<file path="src/apct_queue.sv">
// Small register FIFO between the front and back ends.
// No dependencies.
module apct_queue #(
  parameter int WIDTH = 14,
  parameter int DEPTH = 2
) (
  input  logic             clk,
  input  logic             rst,
  input  logic             push,
  input  logic [WIDTH-1:0] push_data,
  input  logic             pop,
  output logic [WIDTH-1:0] pop_data,
  output logic             full,
  output logic             not_empty
);

  localparam int AW = (DEPTH > 1) ? $clog2(DEPTH) : 1;

  logic [WIDTH-1:0] entry [DEPTH];
  logic [AW-1:0]    wr_ptr;
  logic [AW-1:0]    rd_ptr;
  logic [AW:0]      count;

  assign full      = (count == (AW+1)'(DEPTH));
  assign not_empty = (count != '0);
  assign pop_data  = entry[rd_ptr];

  always_ff @(posedge clk) begin
    if (rst) begin
      wr_ptr <= '0;
      rd_ptr <= '0;
      count  <= '0;
    end else begin
      if (push) begin
        wr_ptr <= (wr_ptr == AW'(DEPTH - 1)) ? '0 : wr_ptr + 1'b1;
      end
      if (pop) begin
        rd_ptr <= (rd_ptr == AW'(DEPTH - 1)) ? '0 : rd_ptr + 1'b1;
      end
      if (push && !pop) begin
        count <= count + 1'b1;
      end else if (pop && !push) begin
        count <= count - 1'b1;
      end
    end
    if (push) begin
      entry[wr_ptr] <= push_data;
    end
  end

endmodule

</file>
<file path="config.mk">
export PLATFORM = sky130hd
export DESIGN_NAME = apct_queue
export DESIGN_NICKNAME = d
export VERILOG_FILES = /design/src/apct_queue.sv
export SDC_FILE = /design/constraint.sdc
export NUM_CORES = 1
export LEC_CHECK = 0
export BUFFER_PORTS_ARGS = -buffer_cell sky130_fd_sc_hd__clkbuf_2
export CORE_UTILIZATION = 45
export CTS_CLUSTER_DIAMETER = 80
export DETAILED_ROUTE_END_ITERATION = 8
export GPL_TIMING_DRIVEN = 0
export PLACE_DENSITY = 0.8
export SYNTH_ARGS = -nofsm -noshare
export SYNTH_HDL_FRONTEND = slang
export SYNTH_SLANG_ARGS = --single-unit
</file>
<file path="constraint.sdc">
create_clock -name clk -period 1.3 [get_ports clk]
set_input_delay 0.065 -clock clk [delete_from_list [all_inputs] [get_ports clk]]
set_output_delay 0.065 -clock clk [all_outputs]
set_load 0.03 [all_outputs]
</file>
Yosys cells after proc, flatten, opt, wreduce, memory -nomap -nowiden. Memories as Yosys holds them, arrays and structs flattened. A register that Yosys moved wholly into a read port is not among the register bits. Cells that the tools add are included.

$add $sub $neg: 4. Equal/unequal tests: 1. Muxes and demuxes: 8. Reductions and logical operators: 6.

Operators with widths (number): $mux W1 (6); $mux W2 (2); $reduce_bool A2 Y1 (2); $add A1 B1 Y1 const B (2); $add A2 B1 Y2 const B (1); $eq A2 B2 Y1 const B (1); $logic_and A1 B1 Y1 (2); $logic_not A1 Y1 (2); $sub A2 B1 Y2 const B (1).

Flip-flop bits (word level): 4. Memory bits (writable): 28. Input bits: 18. Word-level logic and storage cells: 23. Memories: 1.

Memory list: entry (depth 2, bits a word 14, rd ports 1, clocked after memory_dff 1, wr ports 1, RTL line 19) `logic [WIDTH-1:0] entry [DEPTH];`.

Depth between registers and ports, before layout. Gate-level depths: netlist of run 1.

Word-level depth: 4. Mapped depth: 5.

Worst setup path before layout of run 1. OpenSTA, ideal clock, no wires.

Path type: reg-to-reg. Start point: register wr_ptr. End point: memory entry[0][0], enable pin. Library setup time: 0.386 ns. Arrival: 0.977 ns. Required time: 0.914 ns. Path slack: -0.063 ns. Stages on the path, launching flop included: 2. Path buffers: 0. Clock period less this slack: 1.363 ns. Path through: dfxtp_1 > nor2b_1.

RTL lines: start, declared (RTL line 20) `logic [AW-1:0] wr_ptr;`; start signal, assigned (RTL line 35) `wr_ptr <= (wr_ptr == AW'(DEPTH - 1)) ? '0 : wr_ptr + 1'b1;`; end, declared (RTL line 19).

Straight into the memory's write port.

==> flow_summary_export.csv, run 1 <==
group,metric,value,unit
placement,place_area,1420,µm²
finish,drive_gt1_share,49.6,%
clocking,htreeDepth,2,
synthesis,netlist_area,1220,µm²
synthesis,synth.distinct_cells,16,
critical_path,crit_chain,"clkbuf_16 > mux2_4 > buf_8",
routing,drt_wl_total,2.17,mm
job,drv_cap,0,
synthesis,synth_seq_cells,33,
floorplanning,num_io_pins,34,
floorplanning,die_h,54.0,µm
global_routing,grt_pass1_wl,3.22,mm
power,power.switching,0.610,mW
global_routing,globalRouteTotalUtil,17.3,%
finish,layout.nets,141,
power,intPower,1.80,mW
placement,gp_congestion,0.597,
routing,vias,739,
sta,worst_pin_slew,422,ps
run_status,failed_checks,"negative setup slack",
critical_path,ff2ff_setup_slack,160,ps
clocking,cts_tree,"done",
floorplanning,initial_core_util,48.2,%
critical_path,crit_fanout,5,
finish,fin_area,1870,µm²
placement,post-dp-hpwl,1.31,mm
critical_path,crit_cells,3,
routing,drt_iter0_markers,3,
power,peakVddDrop,0.920,mV
routing,drc_errors,0,
synthesis,syn_inst,65,
sta,hold_ws,29.0,ps
global_routing,grt_max_degree,15,
sta,rsz0062_at_grt,"yes",
clocking,clk_latency,330,ps
critical_path,timing.rr.end,"entry[1][9]",
clocking,root_buffer,"clkbuf_4",
finish,n_antenna_cell,0,
floorplanning,core,2520,µm²
power,p_total,2.41,mW
clocking,clkTransAtPathRegs,90,ps
clocking,cts_buffers,5,
power,power_density,1290,nW/µm²
critical_path,reg2reg_depth,1,
sta,max_freq,723,MHz
critical_path,worstPathBufferInverterCount,2,
sta,finalHoldViolCount,0,
sta,period_needed,1380,ps
critical_path,critPathCapture,"pop_data[7]",
sta,slew_headroom,71.8,%
critical_path,start_kind,"register",
floorplanning,die_x,54.0,µm
global_routing,overflow,0,
critical_path,arrival,1320,ps
critical_path,critPathMaxStageDelay,400,ps
power,power_frac_seq,52.3,%
worst_hold_path,worstHoldPathCells,3,
sta,fin_ws,-82.3,ps
routing,dr.pass1.iters,4,
run_status,status,"finished with violations",
global_routing,grt_pass1_vias,736,
global_routing,antenna_found_initial,0,
critical_path,endpoint_kind,"output pin",
floorplanning,die-area,2910,µm²
routing,wl_per_cell,14.2,µm
floorplanning,row_count,18,
routing,via_per_inst,4.83,
synthesis,yosysSeqAreaShare,77.4,%
sta,min_period_over_period,106,%
placement,portBuffers,33,
power,p_clk_share,23.9,%
critical_path,crit_slowest_cell,"dfxtp_4",
clocking,clock-sinks,33,
critical_path,r2r-start,"wr_ptr",
synthesis,avgSynthCellArea,18.7,µm²
critical_path,cp_top_family,"flip-flops",
finish,area_growth,53.7,%
routing,antenna_left,0,
power,switching_share,25.3,%
sta,skew,9.06,ps
critical_path,critPathKind,"register to output pin",
sta,maxSlewViolCount,0,
worst_hold_path,hp-class,"primary input to register",
critical_path,crit_required,1240,ps
synthesis,synth_nets,84,
power,leakagePower,0.769,nW
synthesis,ys_warn_count,0,
clocking,clk_path_buf_depth,2,
sta,finalSetupViolations,13,
power,pwr-share-comb,23.8,%
-- kinds of logic after synthesis --
family | Yosys count | share of synthesized area (%)
compound gates | 2 | 0.822
xor+xnor | 4 | 2.88
fa+ha+maj | 1 | 1.03
buf+inv | 2 | 0.926
flops | 33 | 77.4
mux | 14 | 13.0
simple gates | 9 | 4.01
-- layout make-up --
type / count / area [µm²]
tap: 30 / 37.5
multi-input combinational: 30 / 322
buffer: 1 / 15.0
timing repair buffer: 50 / 488
sequential: 33 / 945
fill: 165 / 653
clock buffer: 8 / 58.8
inverter: 1 / 3.75
-- synthesized netlist by cell type --
| master | instances | area (µm²) |
|---|---|---|
| and2b_2 | 1 | 8.76 |
| and2_1 | 1 | 6.26 |
| mux2_2 | 14 | 158 |
| inv_1 | 1 | 3.75 |
| buf_4 | 1 | 7.51 |
| dfxtp_1 | 5 | 100 |
| ha_1 | 1 | 12.5 |
| or2_2 | 1 | 6.26 |
| o21ai_0 | 1 | 5.00 |
| a21oi_1 | 1 | 5.00 |
| xor2_1 | 2 | 17.5 |
| nor2b_1 | 1 | 6.26 |
| nor2_1 | 4 | 15.0 |
| edfxtp_1 | 28 | 841 |
| xnor2_1 | 2 | 17.5 |
| or3_1 | 1 | 6.26 |
-- registers in the layout (all words and copies together), names as in the netlist, named ones only --
name	count
rd_ptr	1
count	2
entry	28
wr_ptr	1
-- routing by layer --
metal | global-route usage (%) | vias up | wire length [µm]
met4 | 10.3 | 0 | 40
li1 | - | 355 | -
met5 | 0 | - | 0
met2 | 30.5 | 30 | 1190
met3 | 5.93 | 5 | 134
met1 | 17.5 | 349 | 806
-- power by group through the flow --
stage	Combinational [mW]	Sequential, mW	Clock (mW)
2_1_floorplan	0.263	1.27	0
3_3_place_gp	0.361	1.28	0
3_5_place_dp	0.368	1.28	0
4_1_cts	0.493	1.26	0.593
5_1_grt	0.610	1.27	0.626
6_report	0.574	1.26	0.577
-- how the worst min path moves through the flow --
| stage | from | end |
|---|---|---|
| 5_1_grt | pop | register |
| 6_report | pop | rd_ptr |
| 3_5_place_dp | push_data[8] | entry[0][8] |
| 4_1_cts | pop | register |
| 3_3_place_gp | push_data[5] | entry[1][5] |
| 2_1_floorplan | rst | count[1] |
-- stage by stage --
step / instances / utilization (%) / setup slack, ps / setup TNS [ps]
2_1_floorplan: 65 / - / 166 / 0
3_3_place_gp: 128 / 56.3 / -9.98 / -136
3_5_place_dp: 128 / 56.3 / -29.8 / -787
4_1_cts: 152 / 70.1 / -126 / -1420
5_1_grt: 153 / 74.1 / -127 / -1490
6_report: 153 / 74.1 / -82.3 / -908
-- layout by cell type, fill, tap and decap left out --
cell,n
clkbuf_8,1
a21oi_1,1
and2_2,1
ha_1,1
nor2b_4,1
or2_2,1
dfxtp_4,1
buf_8,14
and2b_2,1
edfxtp_1,28
inv_1,1
xnor2_1,2
mux2_2,1
nor2_1,4
mux2_4,13
clkbuf_2,19
o21ai_0,1
or3_1,1
clkbuf_4,5
xor2_1,2
dfxtp_1,4
dlygate4sd3_1,15
clkbuf_16,1
clkbuf_1,2
buf_6,2
-- tightest hold or removal path, stage by stage --
cell and delay [ps]:
clkbuf_2 100, xnor2_1 70, nor2_1 80
-- what timing repair did --
action | CTS | global route
buffers inserted | 1 | 0
hold buffers | 15 | 0
setup endpoints to repair | 42 | 14
resized for setup | 32 | 31
gates cloned | 0 | 1
endpoints found under the hold margin | 33 | 0
(Power assumes the default switching activity.)
==> inputs of run 2 (changes only) <==
--- a/config.mk
+++ b/config.mk
@@ -6,11 +6,11 @@
 export NUM_CORES = 1
 export LEC_CHECK = 0
 export BUFFER_PORTS_ARGS = -buffer_cell sky130_fd_sc_hd__clkbuf_2
-export CORE_UTILIZATION = 45
+export CORE_UTILIZATION = 35
 export CTS_CLUSTER_DIAMETER = 80
 export DETAILED_ROUTE_END_ITERATION = 8
 export GPL_TIMING_DRIVEN = 0
-export PLACE_DENSITY = 0.8
+export PLACE_DENSITY = 0.66
 export SYNTH_ARGS = -nofsm -noshare
 export SYNTH_HDL_FRONTEND = slang
 export SYNTH_SLANG_ARGS = --single-unit
==> run 2 against run 1 <==
Compared with the run above:
- the run still ends with negative setup slack left
- sequential cell count unchanged
- final cell count rose by 10%
- register-to-register slack worse by 20 ps
- sequential share of layout area is 0.63 points lower
- global-route usage is 5.2 points lower
- critical path type unchanged
- highest routed layer unchanged
==> flow_summary_export.csv, run 2 (synthesis gave the netlist of run 1 again) <==
group,metric,value,unit
global_routing,grt_max_degree,15,
sta,finalHoldViolCount,0,
finish,drive_gt1_share,49.6,%
finish,multiInputGateArea,325,µm²
critical_path,crit_fanout,5,
critical_path,cp_top_family,"flip-flops",
floorplanning,die_h,60.9,µm
critical_path,critPathKind,"register to output pin",
power,power_density,1240,nW/µm²
placement,gp_congestion,0.587,
sta,min_period_over_period,106,%
power,leakagePower,0.774,nW
routing,drt_wl_total,2.04,mm
global_routing,antenna_found_initial,0,
global_routing,grt_pass1_vias,746,
worst_hold_path,min_from,"pop",
sta,fin_ws,-78.3,ps
critical_path,r2r-start,"wr_ptr",
routing,vias,739,
sta,skew,3.79,ps
global_routing,globalRouteTotalUtil,12.1,%
run_status,failed_checks,"negative setup slack",
clocking,root_buffer,"clkbuf_4",
finish,reg_top3,"entry: 28 flops, count: 2 flops",
power,peakVddDrop,0.592,mV
finish,largest_reg_flops,28,
global_routing,overflow,0,
sta,maxSlewViolCount,0,
clocking,htreeDepth,2,
sta,hold_ws,20.8,ps
sta,slew_headroom,72.1,%
critical_path,critPathMaxStageDelay,410,ps
placement,dp_slack,-44.3,ps
clocking,clock-sinks,33,
critical_path,arrival,1310,ps
finish,layout_common_cells,"edfxtp_1 (28), clkbuf_2 (19), buf_8 (15), dlygate4sd3_1 (15), mux2_4 (14)",
sta,period_needed,1380,ps
critical_path,critical_path.most_common_cell,"buf_8",
finish,top_register,"entry",
job,drv_cap,0,
routing,drt_iter0_markers,12,
critical_path,crit_chain,"buf_8 > mux2_4 > buf_8",
routing,drc_errors,0,
finish,area_growth,55.7,%
finish,layout.nets,142,
critical_path,crit_required,1240,ps
clocking,clkTransAtPathRegs,90,ps
critical_path,reg2reg_depth,1,
placement,portBuffers,33,
run_status,status,"finished with violations",
floorplanning,core,3340,µm²
routing,dr.pass1.iters,2,
global_routing,grt_pass1_wl,3.09,mm
clocking,cts_tree,"done",
finish,ff_latch_area,945,µm²
critical_path,start_kind,"register",
worst_hold_path,hp-class,"primary input to register",
clocking,clk_path_buf_depth,2,
floorplanning,num_io_pins,34,
critical_path,crit_slowest_cell,"dfxtp_4",
sta,rsz0062_at_grt,"yes",
routing,wl_per_cell,12.1,µm
finish,nFillCells,283,
clocking,clk_latency,320,ps
clocking,cts_buffers,5,
floorplanning,die_x,60.9,µm
sta,worst_pin_slew,417,ps
sta,finalSetupViolations,14,
critical_path,endpoint_kind,"output pin",
critical_path,crit_cells,3,
finish,n_antenna_cell,0,
worst_hold_path,worstHoldPathCells,3,
routing,antenna_left,0,
sta,fin_tns_setup,-949,ps
finish,final_common_cell,"edfxtp_1",
floorplanning,initial_core_util,36.4,%
routing,via_per_inst,4.37,
floorplanning,row_count,21,
critical_path,worstPathBufferInverterCount,2,
floorplanning,die-area,3710,µm²
sta,max_freq,726,MHz
==> run 2: cell types whose count changed in the layout (fill, tap and decap cells not counted), sizes merged <==
cell	before	now
buf	16	18
clkbuf	28	25
clkinv	0	1
==> run 2: worst paths after layout <==
| kind | end | slack, ps |
|---|---|---|
| hold reg to reg | count[1] | 510 |
| hold / removal | register | 20 |
| setup / recovery | pop_data[11] | -80 |
| setup reg to reg | entry[1][12] | 140 |
==> run 2: layout make-up <==
class | instances | area share (%)
flip-flops and latches | 33 | 49.9
repair buffers | 51 | 26.5
multi-input cells | 30 | 17.2
well taps | 46 | 3.04
clock buffers | 6 | 2.18
plain buffers | 1 | 0.793
clock inverters | 1 | 0.198
inverters | 1 | 0.198
==> run 2: power breakdown <==
group	internal, mW	switching (mW)	total [mW]
Clock	0.196	0.304	0.500
Combinational	0.321	0.264	0.585
Sequential	1.23	0.0354	1.26
==> run 2: what timing repair did <==
action / CTS / global route
resized for setup: 49 / 15
setup endpoints to repair: 42 / 14
hold buffers: 15 / 0
pin swaps: 0 / 0
setup buffers: 1 / 1
endpoints found under the hold margin: 33 / 0
gates cloned: 1 / 0
==> run 2: metal layers <==
layer / up-vias / wire (µm) / GRT usage, %
li1: 357 / - / -
met1: 348 / 834 / 12.8
met2: 28 / 1020 / 20.1
met3: 6 / 137 / 4.90
met4: 0 / 44 / 7.79
met5: - / 0 / 0
==> run 2: through the flow <==
step,total power [mW],instances,util (%),cell area (µm²)
floorplan,1.54,65,-,1220
global placement,1.64,144,43.2,1440
detailed placement,1.65,144,43.2,1440
CTS,2.34,168,55.9,1860
global route,2.46,169,56.7,1890
finish,2.35,169,56.7,1890
==> inputs of run 3 (changes only) <==
--- a/config.mk
+++ b/config.mk
@@ -10,7 +10,7 @@
 export CTS_CLUSTER_DIAMETER = 80
 export DETAILED_ROUTE_END_ITERATION = 8
 export GPL_TIMING_DRIVEN = 0
-export PLACE_DENSITY = 0.66
+export PLACE_DENSITY = 0.64
 export SYNTH_ARGS = -nofsm -noshare
 export SYNTH_HDL_FRONTEND = slang
 export SYNTH_SLANG_ARGS = --single-unit
==> constraint.sdc (replaced) <==
create_clock -name clk -period 1.4 [get_ports clk]
set_input_delay 0.07 -clock clk [delete_from_list [all_inputs] [get_ports clk]]
set_output_delay 0.07 -clock clk [all_outputs]
set_load 0.03 [all_outputs]
==> run 3 against run 2 <==
Compared with the run above:
- the run now ends clean
- non-clock buffer count down 1
- routed wire length is 4.6% higher
- global-route usage up 0.52 points
- hold slack improved by 10 ps
- worst setup slack improved by 87 ps
- sequential power fell by 7%
- register-to-register slack gained 110 ps
- first-iteration DRC count up 33%
- critical path type unchanged
==> flow_summary_export.csv, run 3 (synthesis gave the netlist of run 1 again) <==
group,metric,value,unit
run_status,status,"finished, final reports clean",
worst_hold_path,min_from,"pop",
finish,top_register,"entry",
placement,post-dp-hpwl,1.25,mm
finish,layout_common_cells,"edfxtp_1 (28), clkbuf_2 (20), dlygate4sd3_1 (15)",
critical_path,crit_cells,3,
routing,dr.pass1.iters,4,
global_routing,antenna_found_initial,0,
critical_path,crit_chain,"clkbuf_16 > mux2_4 > buf_8",
global_routing,globalRouteTotalUtil,12.6,%
sta,fin_ws,9.11,ps
clocking,htreeDepth,2,
finish,n_antenna_cell,0,
routing,vias,736,
sta,finalSetupViolations,0,
routing,via_per_inst,4.36,
routing,drt_iter0_markers,16,
finish,drive_gt1_share,50.4,%
finish,area_growth,54.2,%
critical_path,critPathCapture,"pop_data[12]",
job,drv_cap,0,
sta,worst_pin_slew,421,ps
floorplanning,row_count,21,
critical_path,r2r-start,"wr_ptr",
sta,maxSlewViolCount,0,
placement,gp_congestion,0.590,
finish,nFillCells,279,
routing,antenna_left,0,
sta,slew_headroom,71.9,%
global_routing,overflow,0,
floorplanning,die_h,60.9,µm
critical_path,critPathMaxStageDelay,400,ps
floorplanning,num_io_pins,34,
sta,max_freq,719,MHz
sta,min_period_over_period,99.3,%
clocking,clk_latency,320,ps
clocking,clkTransAtPathRegs,90,ps
global_routing,grt_pass1_vias,709,
routing,wl_per_cell,12.6,µm
floorplanning,die-area,3710,µm²
critical_path,ff2ff_setup_slack,250,ps
critical_path,timing.rr.end,"entry[1][6]",
clocking,clk_path_buf_depth,2,
clocking,cts_buffers,5,
critical_path,crit_required,1330,ps
critical_path,arrival,1320,ps
critical_path,endpoint_kind,"output pin",
clocking,cts_tree,"done",
routing,drc_errors,0,
global_routing,grt_max_degree,15,
power,power_density,1160,nW/µm²
finish,reg_top3,"entry: 28 flops, count: 2 flops",
finish,final_common_cell,"edfxtp_1",
critical_path,critPathKind,"register to output pin",
critical_path,reg2reg_depth,1,
critical_path,start_kind,"register",
placement,dp_slack,-351,ps
finish,finalNonFillerCells,169,
floorplanning,core,3340,µm²
sta,rsz0062_at_grt,"yes",
routing,drt_wl_total,2.13,mm
finish,largest_reg_flops,28,
sta,period_needed,1390,ps
clocking,clock-sinks,33,
critical_path,cp_top_family,"flip-flops",
critical_path,crit_slowest_cell,"dfxtp_4",
worst_hold_path,hp-class,"primary input to register",
global_routing,grt_pass1_wl,3.08,mm
floorplanning,die_x,60.9,µm
sta,finalHoldViolCount,0,
floorplanning,initial_core_util,36.4,%
critical_path,crit_fanout,5,
sta,skew,2.67,ps
critical_path,worstPathBufferInverterCount,2,
placement,portBuffers,33,
power,peakVddDrop,0.744,mV
finish,layout.nets,141,
power,leakagePower,0.767,nW
clocking,root_buffer,"clkbuf_4",
placement,placed_cells,144,
run 3: cell types whose count changed in the layout (fill, tap and decap cells not counted), sizes merged:
cell | before | now
buf | 18 | 15
clkbuf | 25 | 27
clkinv | 1 | 2
run 3: power by group:
part | switching [mW] | internal [mW]
Sequential | 0.0323 | 1.14
Clock | 0.286 | 0.191
Combinational | 0.245 | 0.284
Total | 0.563 | 1.61
run 3: tightest hold or removal path, cell delays in order:
cell and delay (ps):
clkbuf_2 100, xnor2_1 80, nor2_1 70
run 3: worst min-delay path by stage:
stage              endpoint  slack (ps)  depth (start not counted)
2_1_floorplan      count[1]         140                          1
5_1_grt              rd_ptr          40                          3
4_1_cts              wr_ptr          10                          3
3_3_place_gp   entry[0][11]         260                          1
3_5_place_dp   entry[1][11]         260                          1
6_report             rd_ptr          30                          3
run 3: stage by stage:
step / utilization (%) / power (mW) / setup TNS, ps / cell area [µm²] / hold slack [ps]
2_1_floorplan: - / 1.42 / 0 / 1220 / 139
3_3_place_gp: 43.1 / 1.52 / -4510 / 1440 / 261
3_5_place_dp: 43.1 / 1.53 / -4910 / 1440 / 263
4_1_cts: 53.2 / 2.13 / -459 / 1780 / 10.7
5_1_grt: 56.2 / 2.28 / -475 / 1880 / 42.7
6_report: 56.2 / 2.18 / 0 / 1880 / 31.0
run 3: final cells by class:
class / instances / area (µm²) / area share [%]
Sequential cell: 33 / 945 / 50.4
Tap cell: 46 / 57.6 / 3.07
Inverter: 1 / 3.75 / 0.200
Buffer: 1 / 15.0 / 0.801
Timing Repair Buffer: 50 / 482 / 25.7
Clock buffer: 6 / 41.3 / 2.20
Clock inverter: 2 / 10.0 / 0.534
Multi-Input combinational cell: 30 / 322 / 17.1
run 3: timing repair:
action | CTS | global route
pin swaps | 0 | 0
hold endpoints to repair | 33 | 0
hold buffers | 15 | 0
endpoints found under the setup margin | 26 | 22
cloned | 0 | 1
setup buffers | 1 | 0
resized for setup | 31 | 29
run 3: per-layer routing:
metal,GRT usage [%],up-vias,wire length (µm)
met5,0,-,0
met1,11.6,348,836
li1,-,354,-
met2,22.4,29,1150
met4,6.82,0,29
met3,6.61,5,118
