<file path="config.mk">
export PLATFORM = sky130hd
export DESIGN_NAME = apct_front
export DESIGN_NICKNAME = d
export VERILOG_FILES = /design/src/apct_pkg.sv /design/src/apct_front.sv
export SDC_FILE = /design/constraint.sdc
export NUM_CORES = 1
export LEC_CHECK = 0
export ABC_CLOCK_PERIOD_IN_PS = 3350
export BUFFER_PORTS_ARGS = -buffer_cell sky130_fd_sc_hd__buf_2
export CAP_MARGIN = 5
export CORE_MARGIN = 10
export CORE_UTILIZATION = 50
export CTS_CLUSTER_SIZE = 24
export DETAILED_ROUTE_END_ITERATION = 16
export GPL_TIMING_DRIVEN = 0
export HOLD_SLACK_MARGIN = 0.02
export PLACE_DENSITY = 0.74
export SLEW_MARGIN = 20
export SYNTH_ARGS = -nofsm -noshare
export SYNTH_HDL_FRONTEND = slang
export SYNTH_SLANG_ARGS = --single-unit
</file>
<file path="constraint.sdc">
create_clock -name clk -period 3.35 [get_ports clk]
set_clock_uncertainty 0.2 [all_clocks]
set_input_delay 0.1675 -clock clk [delete_from_list [all_inputs] [get_ports clk]]
set_output_delay 0.1675 -clock clk [all_outputs]
set_load 0.005 [all_outputs]
</file>
<file path="src/apct_pkg.sv">
// Shared constants and types for the AABB pair contact tracker.
// No dependencies.
package apct_pkg;

  localparam int ID_BITS_DEFAULT = 6;
  localparam int POS_W           = 16;
  localparam int SIZE_W          = 16;
  localparam int QUEUE_DEPTH     = 2;

  // Contact event codes
  localparam logic [1:0] EV_NONE  = 2'd0;
  localparam logic [1:0] EV_BEGIN = 2'd1;
  localparam logic [1:0] EV_STAY  = 2'd2;
  localparam logic [1:0] EV_END   = 2'd3;

  // Per-item status carried from the front end to the back end
  typedef struct packed {
    logic ov;
    logic dead;
  } pair_flags_t;

  localparam int FLAGS_W = $bits(pair_flags_t);

endpackage

</file>
<file path="src/apct_front.sv">
// Front end: accepts pair items, registers axis differences and size sums,
// then classifies overlap on push into the queue. Uses apct_pkg.
module apct_front #(
  parameter int ID_BITS = apct_pkg::ID_BITS_DEFAULT
) (
  input  logic                        clk,
  input  logic                        rst,
  input  logic                        hold,
  input  logic                        in_valid,
  output logic                        in_stall,
  input  logic [ID_BITS-1:0]          left_id,
  input  logic [ID_BITS-1:0]          right_id,
  input  logic signed [apct_pkg::POS_W-1:0] left_x,
  input  logic signed [apct_pkg::POS_W-1:0] left_y,
  input  logic signed [apct_pkg::POS_W-1:0] right_x,
  input  logic signed [apct_pkg::POS_W-1:0] right_y,
  input  logic [apct_pkg::SIZE_W-1:0] left_w,
  input  logic [apct_pkg::SIZE_W-1:0] left_h,
  input  logic [apct_pkg::SIZE_W-1:0] right_w,
  input  logic [apct_pkg::SIZE_W-1:0] right_h,
  input  logic                        left_dead,
  input  logic                        right_dead,
  input  logic                        q_full,
  output logic                        q_push,
  output logic [2*ID_BITS-1:0]        q_idx,
  output apct_pkg::pair_flags_t       q_flags
);

  localparam int DW = apct_pkg::POS_W + 1;   // centre difference
  localparam int SW = apct_pkg::SIZE_W + 1;  // size sum
  localparam int CW = DW + 2;                // compare width

  logic                     fr_valid;
  logic [2*ID_BITS-1:0]     fr_idx;
  logic                     fr_dead;
  logic signed [DW-1:0]     fr_dx;
  logic signed [DW-1:0]     fr_dy;
  logic [SW-1:0]            fr_sx;
  logic [SW-1:0]            fr_sy;
  logic                     accept;
  logic                     ov_x;
  logic                     ov_y;

  // 2|d| <= s  <=>  2d <= s and 2d + s >= 0
  function automatic logic axis_ok(logic signed [DW-1:0] d, logic [SW-1:0] s);
    logic signed [CW-1:0] d2;
    logic signed [CW-1:0] s2;
    logic signed [CW-1:0] t;
    d2 = {d[DW-1], d, 1'b0};
    s2 = {2'b00, s};
    t  = d2 + s2;
    return (d2 <= s2) && !t[CW-1];
  endfunction

  assign in_stall = hold || (fr_valid && q_full);
  assign accept   = in_valid && !in_stall;
  assign q_push   = fr_valid && !q_full;

  assign ov_x         = axis_ok(fr_dx, fr_sx);
  assign ov_y         = axis_ok(fr_dy, fr_sy);
  assign q_idx        = fr_idx;
  assign q_flags.ov   = ov_x && ov_y;
  assign q_flags.dead = fr_dead;

  always_ff @(posedge clk) begin
    if (rst) begin
      fr_valid <= 1'b0;
    end else if (accept) begin
      fr_valid <= 1'b1;
    end else if (q_push) begin
      fr_valid <= 1'b0;
    end
    if (accept) begin
      fr_idx  <= {left_id, right_id};
      fr_dead <= left_dead || right_dead;
      fr_dx   <= DW'(left_x) - DW'(right_x);
      fr_dy   <= DW'(left_y) - DW'(right_y);
      fr_sx   <= SW'(left_w) + SW'(right_w);
      fr_sy   <= SW'(left_h) + SW'(right_h);
    end
  end

endmodule

</file>
* Yosys cells after proc, flatten, opt, wreduce, memory -nomap -nowiden
Cells that the tools add are included.
W data, S select, Z words.
** Storage, ports and cells
- Bits in registers :: 82
- Input port bits :: 147
- Output and inout port bits :: 16
- Logic and storage cells :: 30
** Operators by class
- Add/sub/neg operators :: 6
- Magnitude comparators :: 2
- Mux-type cells :: 2
- Reductions and logical operators :: 13
** Operator list (number)
- $add A18 B18 Y19 :: 2
- $le A18 B18 Y1 :: 2
- $add A16 B16 Y17 :: 2
- $sub A16 B16 Y17 :: 2
- $logic_and A1 B1 Y1 :: 6
- $logic_not A1 Y1 :: 4
- $logic_or A1 B1 Y1 :: 2
- $mux W1 :: 2
- $reduce_bool A2 Y1 :: 1

* Logic depth before layout (Yosys ltp)
Gate-level depths: netlist of the first run.
- Depth in word-level cells :: 5
- Gate-level depth with buffers :: 10
- Mapped depth without buffers :: 10

* Least setup slack after synthesis of the first run
OpenSTA, ideal clock, no wires.
- Path kind :: reg-to-reg
- From :: register fr_valid
- To :: register fr_dead, enable pin
- Library setup time :: 0.450 ns
- Arrival time :: 2.380 ns
- Data required time :: 2.700 ns
- Slack :: 0.321 ns
- Stages on the path, launching flop included :: 3
- Path buffers :: 0
- Period minus slack after synthesis :: 3.029 ns
- Path through :: dfxtp_1 a21oi_1 and2_1
** Between the ends
- Cells in the longest elaborated chain, start to end :: 4
** RTL lines
- from (decl) :: line apct_front.sv:33 : logic fr_valid;
- from (signal assigned) :: line apct_front.sv:67 : fr_valid <= 1'b0;
- from (signal assigned) :: line apct_front.sv:69 : fr_valid <= 1'b1;
- from (signal assigned) :: line apct_front.sv:71 : fr_valid <= 1'b0;
- $logic_and A1 B1 Y1 :: line apct_front.sv:55 : assign in_stall = hold || (fr_valid && q_full);
- $logic_or A1 B1 Y1 :: line apct_front.sv:55
- $logic_not A1 Y1 :: line apct_front.sv:56 : assign accept = in_valid && !in_stall;
- $logic_and A1 B1 Y1 :: line apct_front.sv:56
- via accept :: line apct_front.sv:40 : logic accept;
- to (signal assigned) :: line apct_front.sv:75 : fr_dead <= left_dead || right_dead;
- to (decl) :: line apct_front.sv:35 : logic fr_dead;
The timed path passes the listed nets, and every way through them passes these cells.
A chain may end at the register's enable or synchronous reset.

* Worst setup path in the final report of the first run
- From :: input port right_y[0] (netlist name)
- To :: register fr_dy[15] (data pin)
** Between the ends
- Cells in the longest elaborated chain, start to end :: 1
** RTL lines
- from (decl) :: line apct_front.sv:16 : input logic signed [apct_pkg::POS_W-1:0] right_y,
- $sub A16 B16 Y17 :: line apct_front.sv:77 : fr_dy <= DW'(left_y) - DW'(right_y);
- to (signal assigned) :: line apct_front.sv:77
- to (decl) :: line apct_front.sv:37 : logic signed [DW-1:0] fr_dy;
No other way between the ends.

==> results of run 1 <==
==> state kept, by name, summed over array words and instances, names as in the netlist <==
signal and cells:
q_idx 12, fr_dx 17, fr_valid 1, fr_sy 17
fr_sx 17, fr_dy 17, fr_dead 1
==> power by group <==
part           switching (mW)  internal (mW)  leakage [nW]  total (mW)
logic                   0.454          0.435          3.16       0.889
registers              0.0410           1.25         0.765        1.29
clock network           0.427          0.515         0.134       0.942
total                   0.922           2.20          4.06        3.12
==> final timing paths <==
check	startpoint	end	slack [ns]	cells after the start
hold / removal	right_y[1]	fr_dy[1]	0.07	3
setup / recovery	right_y[0]	fr_dy[15]	0.48	10
setup reg to reg	fr_valid	fr_valid	1.36	5
hold reg to reg	fr_valid	q_idx[7]	0.75	2
==> synthesized netlist by cell type, drive strengths merged, types with 8 or more instances <==
master,count
a211oi,8
a21o,25
a21oi,57
edfxtp,81
ha,128
inv,103
nand2,19
nand3,10
nor2,44
nor2b,15
nor3,11
o21a,13
o21ai,29
xnor2,36
xor2,10
==> area by class of cell <==
cell class                      instances  area [um2]  area share, %
Buffer                                  1       7.507        0.08949
Timing Repair Buffer                  185        1051          12.53
Sequential cell                        82        2452          29.23
Clock buffer                            9       225.2          2.685
Clock inverter                          7       58.81         0.7010
Multi-Input combinational cell        499        3988          47.53
Inverter                              103       386.6          4.609
Tap cell                              176       220.2          2.625
==> cells in the final DEF (no fill, tap or decap), types with 22 or more instances in the layout <==
| cell | count |
|---|---|
| a21o_1 | 24 |
| a21oi_1 | 56 |
| buf_2 | 162 |
| dlygate4sd3_1 | 22 |
| edfxtp_1 | 81 |
| ha_1 | 128 |
| inv_1 | 103 |
| nor2_1 | 44 |
| o21ai_0 | 28 |
| xnor2_1 | 36 |
==> stage by stage <==
| step | TNS (ns) | worst slack, ns | hold WS, ns | util, % |
|---|---|---|---|---|
| after floorplan | 0 | 0.3205 | 0.03988 | - |
| after global placement | -34.50 | -0.4284 | 0.1245 | 59.14 |
| after detailed placement | 0 | 0.4694 | 0.1410 | 59.31 |
| after CTS | 0 | 0.4383 | 0.06124 | 63.10 |
| after global routing | 0 | 0.2785 | 0.08959 | 63.10 |
| final | 0 | 0.4793 | 0.07408 | 63.10 |
==> routing by layer <==
metal	routed length, um	vias up	track usage, %
li1	-	2860	-
met3	977	13	4.032
met5	0	-	0
met2	7556	107	29.45
met1	5899	2450	16.80
met4	230	0	5.679
==> worst min-delay path, stage by stage <==
cell   delay, ns
buf_2       0.10
fa_1        0.15
inv_1       0.03
==> cells by family (layout without fill, tap and decap cells) <==
kind of cell | Yosys count | after routing | synth area share, %
AO/OA/AOI/OAI | 185 | 185 | 17.71
AND/OR/NAND/NOR | 135 | 135 | 9.964
adder cells (fa/ha/maj) | 132 | 132 | 24.62
buffers and inverters | 104 | 305 | 5.769
flip-flops | 82 | 82 | 35.90
XOR/XNOR | 46 | 46 | 5.897
multiplexers | 1 | 1 | 0.1465
==> flow_metrics.tcl, run 1 <==
set metrics [dict create \
    gp_congestion 0.8678 \
    ios 163 \
    worstHoldPathType "in2reg" \
    wl_per_cell_um 13.81 \
    cts_tree "yes" \
    rsz0062_at_grt "false" \
    dp.final_hpwl_um 12050 \
    ys_ff_latch 82 \
    area_growth_pct 22.80 \
    syn-cell-area_um2 6832 \
    syn_area_per_cell_um2 9.973 \
    synthArstFlopShare_pct 0 \
    route.vias.total 5430 \
    floorplan.initialDensity_pct 51.38 \
    vias_per_cell 5.113 \
    fillers 1133 \
    synth_top_area_share_pct 35.60 \
    endpoint_kind "register" \
    grt-ovfl-total 0 \
    p_total_mw 3.124 \
    seq_area_frac_synth_pct 35.90 \
    antenna_found_initial 0 \
    cap_violations 0 \
    drc 0 \
    crit_family "compound AO/OA/AOI/OAI gates" \
    grt_pass1_wl_um 24320 \
    die_h_um 136.9 \
    firstDrtPassIters 4 \
    die_area_um2 18740 \
    hold_viol 0 \
    cp.buffers_inverters 2 \
    worstPathRequired_ns 3.24 \
    clk_latency_ns 0.34 \
    io_buffers 162 \
    netlist_instances 685 \
    cts_inserted_buffers 9 \
    fin_cells 1062 \
    worstSetupPathType "in2reg" \
    synth_warnings 0 \
    die_x_um 136.9 \
    max_stage_delay_ns 0.55 \
    path_cells "dlygate4sd3_1 > buf_2 > ha_1 > nor2b_1 > o21a_1 > a311oi_1 > a21oi_1 > a2111oi_0 > o21bai_1 > xor2_1" \
    p_leak_nw 4.063 \
    drv_slew 0 \
    diodes 0 \
    groute.usage.overall_pct 15.82 \
    rows 42 \
    synth_ff_type "edfxtp_1" \
    nNetsFinal 1160 \
    max_freq_ghz 0.3483 \
    clk_pin_slew_worst_paths_ns 0.06 \
    critPathSlowestCell "a2111oi_0" \
    synth.top_cells.by_area "edfxtp_1 36%, ha_1 23%, inv_1 5.7%" \
    worstMarginPinSlew_ns 0.5032 \
    timing.final.crit_period_ns 2.871 \
    clock_sinks 82 \
    fin_area_um2 8389 \
    ctsHoldBuffers 22 \
    clockBufferDepth 2 \
    power_density_nw_per_um2 372.4 \
    min_period_over_period_pct 85.69 \
    placed_cells 1024 \
    synth_cell_type_count 56 \
    ant_nets 0 \
    wl_um 14660 \
    syn_nets 964 \
    core_um2 13300 \
    dpl-instance-area_um2 7885 \
    critPathLaunchType "input pin" \
    slew_headroom_pct 65.98 \
    critPathArrivalTime_ns 2.76 \
    irDropWorstVdd_uv 216.9 \
    grt_pass1_vias 5595 \
    grt_max_degree 45 \
    cts_resized 0 \
    status "completed" \
    htree_levels 3 \
    finalSetupViolations 0 \
    cts_setup_buffers 0 \
    cts_root_buffer "clkbuf_16" \
    synth_area_leader_cell "edfxtp_1" \
    synth-edff-count 81 \
    drive_above_1_share_pct 21.33 \
    drt_iter0_drc 179 \
    crit_fanout 5 \
]
Note: power is estimated with default switching activity, not from simulation.
==> run 2, diff against run 1 <==
--- a/config.mk
+++ b/config.mk
@@ -14,7 +14,7 @@
 export DETAILED_ROUTE_END_ITERATION = 16
 export GPL_TIMING_DRIVEN = 0
 export HOLD_SLACK_MARGIN = 0.02
-export PLACE_DENSITY = 0.74
+export PLACE_DENSITY = 0.75
 export SLEW_MARGIN = 20
 export SYNTH_ARGS = -nofsm -noshare
 export SYNTH_HDL_FRONTEND = slang
==> run 2 against run 1 <==
Against the previous run:
- non-clock buffer count shrank 2
- sequential cell count is the same
- via count grew 1.1%
- sequential share of layout area grew 0.070 points
- die area is the same
- final cell count shrank 0.19%
- largest cell class unchanged
==> flow_metrics.tcl, run 2 (synthesized netlist as in run 1, its figures left out) <==
set metrics [dict create \
    status "completed" \
    place_ws_ns 0.4846 \
    hold_start "right_y[0]" \
    critPathLaunch "fr_dy[15]" \
    fillers 1120 \
    die_area_um2 18740 \
    p_switching_mw 0.9141 \
    core_um2 13300 \
    hold_viol 0 \
    power_frac_clock_pct 29.8 \
    antenna_found_initial 0 \
    die_x_um 136.9 \
    vias_per_cell 5.181 \
    clockBufferDepth 2 \
    gp_congestion 0.8532 \
    irDropWorstVdd_uv 250.9 \
    critPathSlowestCell "nor4b_1" \
    p_leak_nw 4.054 \
    timing.final.ws_setup_ns 0.3373 \
    min_period_over_period_pct 89.93 \
    crit_cells 8 \
    wl_per_cell_um 14.06 \
    power_density_nw_per_um2 371.9 \
    worstMarginPinSlew_ns 0.5867 \
    critPathLaunchType "register" \
    grt-ovfl-total 0 \
    rsz0062_at_grt "false" \
    worstHoldPathType "in2reg" \
    layout_commonest_cell "buf_2" \
    rows 42 \
    cts_setup_buffers 0 \
    dpl-instance-area_um2 7885 \
    drv_slew 0 \
    diodes 0 \
    clock_sinks 82 \
    finalSetupViolations 0 \
    grt_pass1_vias 5582 \
    max_stage_delay_ns 0.56 \
    endpoint_kind "primary output" \
    cts_tree "yes" \
    grt_pass1_wl_um 24780 \
    firstDrtPassIters 5 \
    final_cell_mix "162 x buf_2, 128 x ha_1, 103 x inv_1" \
    area_growth_pct 22.51 \
    max_freq_ghz 0.3319 \
    groute.usage.overall_pct 16.23 \
    cap_violations 0 \
    ant_nets 0 \
    cts_inserted_buffers 9 \
    io_buffers 162 \
    whs_path_depth 3 \
    fin_area_um2 8369 \
    floorplan.initialDensity_pct 51.38 \
    wl_um 14910 \
    critPathArrivalTime_ns 2.65 \
    p_seq_share_pct 41.6 \
    grt_max_degree 48 \
    p_total_mw 3.113 \
    multi_input_area_um2 3988 \
    dp.final_hpwl_um 12270 \
    worstPathRequired_ns 2.98 \
    intPower_mw 2.199 \
    r2r-start "fr_valid" \
    cts_root_buffer "clkbuf_16" \
    worstSetupPathType "reg2out" \
    slew_headroom_pct 60.33 \
    cp.buffers_inverters 1 \
    drive_above_1_share_pct 21.38 \
    route.vias.total 5492 \
    reg2regPathDepth 5 \
    htree_levels 3 \
    clk_latency_ns 0.34 \
    crit_family "simple AND/OR/NAND/NOR gates" \
    p_sw_share_pct 29.37 \
    area.sequential_um2 2452 \
    ios 163 \
    drc 0 \
    clk_pin_slew_worst_paths_ns 0.07 \
    timing.final.crit_period_ns 3.013 \
    combPwrFrac_pct 28.6 \
    drt_iter0_drc 213 \
    die_h_um 136.9 \
    crit_fanout 4 \
    path_cells "ha_1 > nor4b_1 > nor2b_1 > o21ai_0 > a21boi_0 > nor4_1 > a31oi_1 > buf_2" \
    nNetsFinal 1158 \
]
run 2: cell count changes in the layout (fill, tap and decap cells not counted):
cell | before | now
clkinv_4 | 0 | 1
inv_6 | 5 | 4
dlygate4sd3_1 | 22 | 20
run 2: per-layer routing:
metal	up-vias	global-route usage [%]	share of wire, %	wire length, um
met5	-	0	0	0
met2	135	29.20	51	7635
met4	0	4.801	1.7	248
li1	2854	-	-	-
met3	16	5.022	7.2	1078
met1	2487	17.93	40	5943
run 2: final cells by class:
class	count	area share [%]
inverters	103	4.620
clock inverters	7	0.7026
well taps	176	2.631
multi-input cells	499	47.65
repair buffers	183	12.32
clock buffers	9	2.691
plain buffers	1	0.08970
flip-flops and latches	82	29.30
run 2: path summary, 6_finish.rpt:
check / end / slack, ns
worst max-delay path: q_flags[1] / 0.34
worst min-delay path: fr_dy[0] / 0.02
worst max register to register: fr_valid / 1.41
worst min register to register: fr_dy[14] / 0.76
run 2: repair_timing:
| item | CTS | global route |
|---|---|---|
| endpoints found under the hold margin | 16 | 0 |
| hold buffers | 20 | 0 |
| resized for setup | 0 | 0 |
run 2: power groups by stage:
stage | clock network [mW] | registers, mW | logic [mW]
2_1_floorplan | 0 | 1.31 | 0.625
5_1_grt | 0.992 | 1.30 | 1.03
3_5_place_dp | 0 | 1.31 | 0.869
4_1_cts | 0.944 | 1.29 | 0.900
6_report | 0.927 | 1.29 | 0.892
3_3_place_gp | 0 | 1.32 | 0.847
run 2: worst reg2reg max path: cells and delay by family (launching register included):
family,cells,cell delay (ns)
and+or+nand+nor,2,0.58
AOI/OAI and AO/OA,2,0.25
buffers and inverters,1,0.54
DFF,1,0.32
run 2: metrics by stage:
stage	util, %	cells	hold WS [ns]	TNS, ns
4_1_cts	62.95	1060	0.02075	0
5_1_grt	62.95	1060	0.03915	0
3_3_place_gp	59.14	1023	0.1251	-30.14
3_5_place_dp	59.31	1024	0.1383	0
6_report	62.95	1060	0.01876	0
2_1_floorplan	-	685	0.03988	0
==> run 3, diff against run 2 <==
--- a/config.mk
+++ b/config.mk
@@ -6,7 +6,7 @@
 export NUM_CORES = 1
 export LEC_CHECK = 0
 export ABC_CLOCK_PERIOD_IN_PS = 3350
-export BUFFER_PORTS_ARGS = -buffer_cell sky130_fd_sc_hd__buf_2
+export BUFFER_PORTS_ARGS = -buffer_cell sky130_fd_sc_hd__clkbuf_2
 export CAP_MARGIN = 5
 export CORE_MARGIN = 10
 export CORE_UTILIZATION = 50
@@ -15,6 +15,7 @@
 export GPL_TIMING_DRIVEN = 0
 export HOLD_SLACK_MARGIN = 0.02
 export PLACE_DENSITY = 0.75
+export SETUP_SLACK_MARGIN = 0.05
 export SLEW_MARGIN = 20
 export SYNTH_ARGS = -nofsm -noshare
 export SYNTH_HDL_FRONTEND = slang
==> run 3 against run 2 <==
Against the previous run:
- first-iteration DRC count grew 2.8%
- via count shrank 0.31%
- largest power group unchanged
- final area grew 0.12%
- sequential cell count is the same
- critical path depth is the same
- global-route usage grew 0.079 points
- die area is the same
- largest cell class unchanged
- final cell count is essentially flat
- register-to-register slack is essentially flat
- non-clock buffer count grew 1
==> flow_metrics.tcl, run 3 (synthesized netlist as in run 1, its figures left out) <==
set metrics [dict create \
    finalSetupViolations 0 \
    die_x_um 136.9 \
    final_cell_mix "162 x clkbuf_2, 128 x ha_1, 103 x inv_1" \
    area_growth_pct 22.66 \
    fin_area_um2 8379 \
    drc 0 \
    floorplan.initialDensity_pct 51.38 \
    clockBufferDepth 2 \
    diodes 0 \
    crit_fanout 4 \
    grt_max_degree 48 \
    cts_tree "yes" \
    htree_levels 3 \
    layout_commonest_cell "clkbuf_2" \
    nNetsFinal 1159 \
    drv_slew 0 \
    firstDrtPassIters 4 \
    max_freq_ghz 0.3392 \
    wl_um 14820 \
    core_um2 13300 \
    worstHoldPathType "in2reg" \
    p_total_mw 3.114 \
    worstPathRequired_ns 2.98 \
    busiest_layer "met2" \
    grt_util_met2_pct 29.74 \
    grt_pass1_vias 5684 \
    wl_per_cell_um 13.97 \
    grt_pass1_wl_um 24970 \
    fin_cells 1061 \
    cts_inserted_buffers 9 \
    timing.final.crit_period_ns 2.948 \
    grt-ovfl-total 0 \
    grtUsageMet3_pct 4.802 \
    status "completed" \
    clock_sinks 82 \
    clk_latency_ns 0.34 \
    hold_viol 0 \
    worstSetupPathType "reg2out" \
    ios 163 \
    placed_cells 1024 \
    fillers 1089 \
    gp_congestion 0.8514 \
    holdWs_ns 0.03467 \
    p_leak_nw 4.093 \
    worstMarginPinSlew_ns 0.5636 \
    critPathArrivalTime_ns 2.58 \
    rsz0062_at_grt "false" \
    dpl-instance-area_um2 7885 \
    slew_headroom_pct 61.90 \
    critPathLaunchType "register" \
    die_h_um 136.9 \
    dp.final_hpwl_um 12300 \
    min_period_over_period_pct 88.01 \
    power_density_nw_per_um2 371.6 \
    rows 42 \
    ant_nets 0 \
    drt_iter0_drc 219 \
    endpoint_kind "primary output" \
    gr-usage-met1_pct 17.74 \
    route.vias.total 5475 \
    drive_above_1_share_pct 21.36 \
    clk_pin_slew_worst_paths_ns 0.06 \
    irDropWorstVdd_uv 231.1 \
    setup-tns-final_ns 0 \
    vias_per_cell 5.160 \
    cts_setup_buffers 0 \
    groute.usage.overall_pct 16.31 \
    antenna_found_initial 0 \
    cts_root_buffer "clkbuf_16" \
    io_buffers 162 \
    cap_violations 0 \
    die_area_um2 18740 \
    cts_resized 0 \
]
## run 3: changes by cell type in the layout (fill, tap and decap cells not counted), sizes merged
cell / change
dlygate4sd3: +1
buf: -162
clkbuf: +162
## run 3: worst paths after layout
check        startpoint         end  slack (ns)  cells past startpoint
max           fr_dy[15]  q_flags[1]        0.40                      8
min          right_x[0]    fr_dx[0]        0.03                      3
max reg2reg    fr_valid    fr_valid        1.42                      5
min reg2reg    fr_valid   fr_dy[15]        0.75                      2
## run 3: layout make-up
cell class	count	area, um2	area share (%)
Buffer	1	7.507	0.08959
Clock buffer	9	225.2	2.688
Clock inverter	7	58.81	0.7018
Inverter	103	386.6	4.614
Multi-Input combinational cell	499	3988	47.59
Sequential cell	82	2452	29.27
Tap cell	176	220.2	2.628
Timing Repair Buffer	184	1041	12.42
## run 3: routing by layer
layer  part of all wire, %  wire length, um  up-vias
met5                     0                0        -
met1                    40             5941     2495
met4                   1.6              231        0
met3                   6.6              973       17
met2                    52             7677      115
li1                      -                -     2848
## run 3: timing repair
item | 4_1_cts | 5_1_grt
endpoints found under the hold margin | 17 | 0
endpoints found under the setup margin | 0 | 0
hold buffers | 21 | 0
## run 3: power breakdown
part	internal [mW]	switching, mW
clock network	0.513	0.414
logic	0.435	0.457
registers	1.25	0.0422
## run 3: stage by stage
step | setup WS [ns] | utilization (%)
3_3_place_gp | -0.3768 | 59.14
6_report | 0.4018 | 63.02
5_1_grt | 0.2838 | 63.02
3_5_place_dp | 0.4922 | 59.31
4_1_cts | 0.3611 | 63.02
2_1_floorplan | 0.3205 | -
## run 3: critical path, cell delays in order (launching register included)
cell	delay (ns)
edfxtp_1	0.42
ha_1	0.36
nor4b_1	0.53
nor2b_1	0.19
o21ai_0	0.08
a21boi_0	0.22
nor4_1	0.11
a31oi_1	0.15
clkbuf_2	0.16
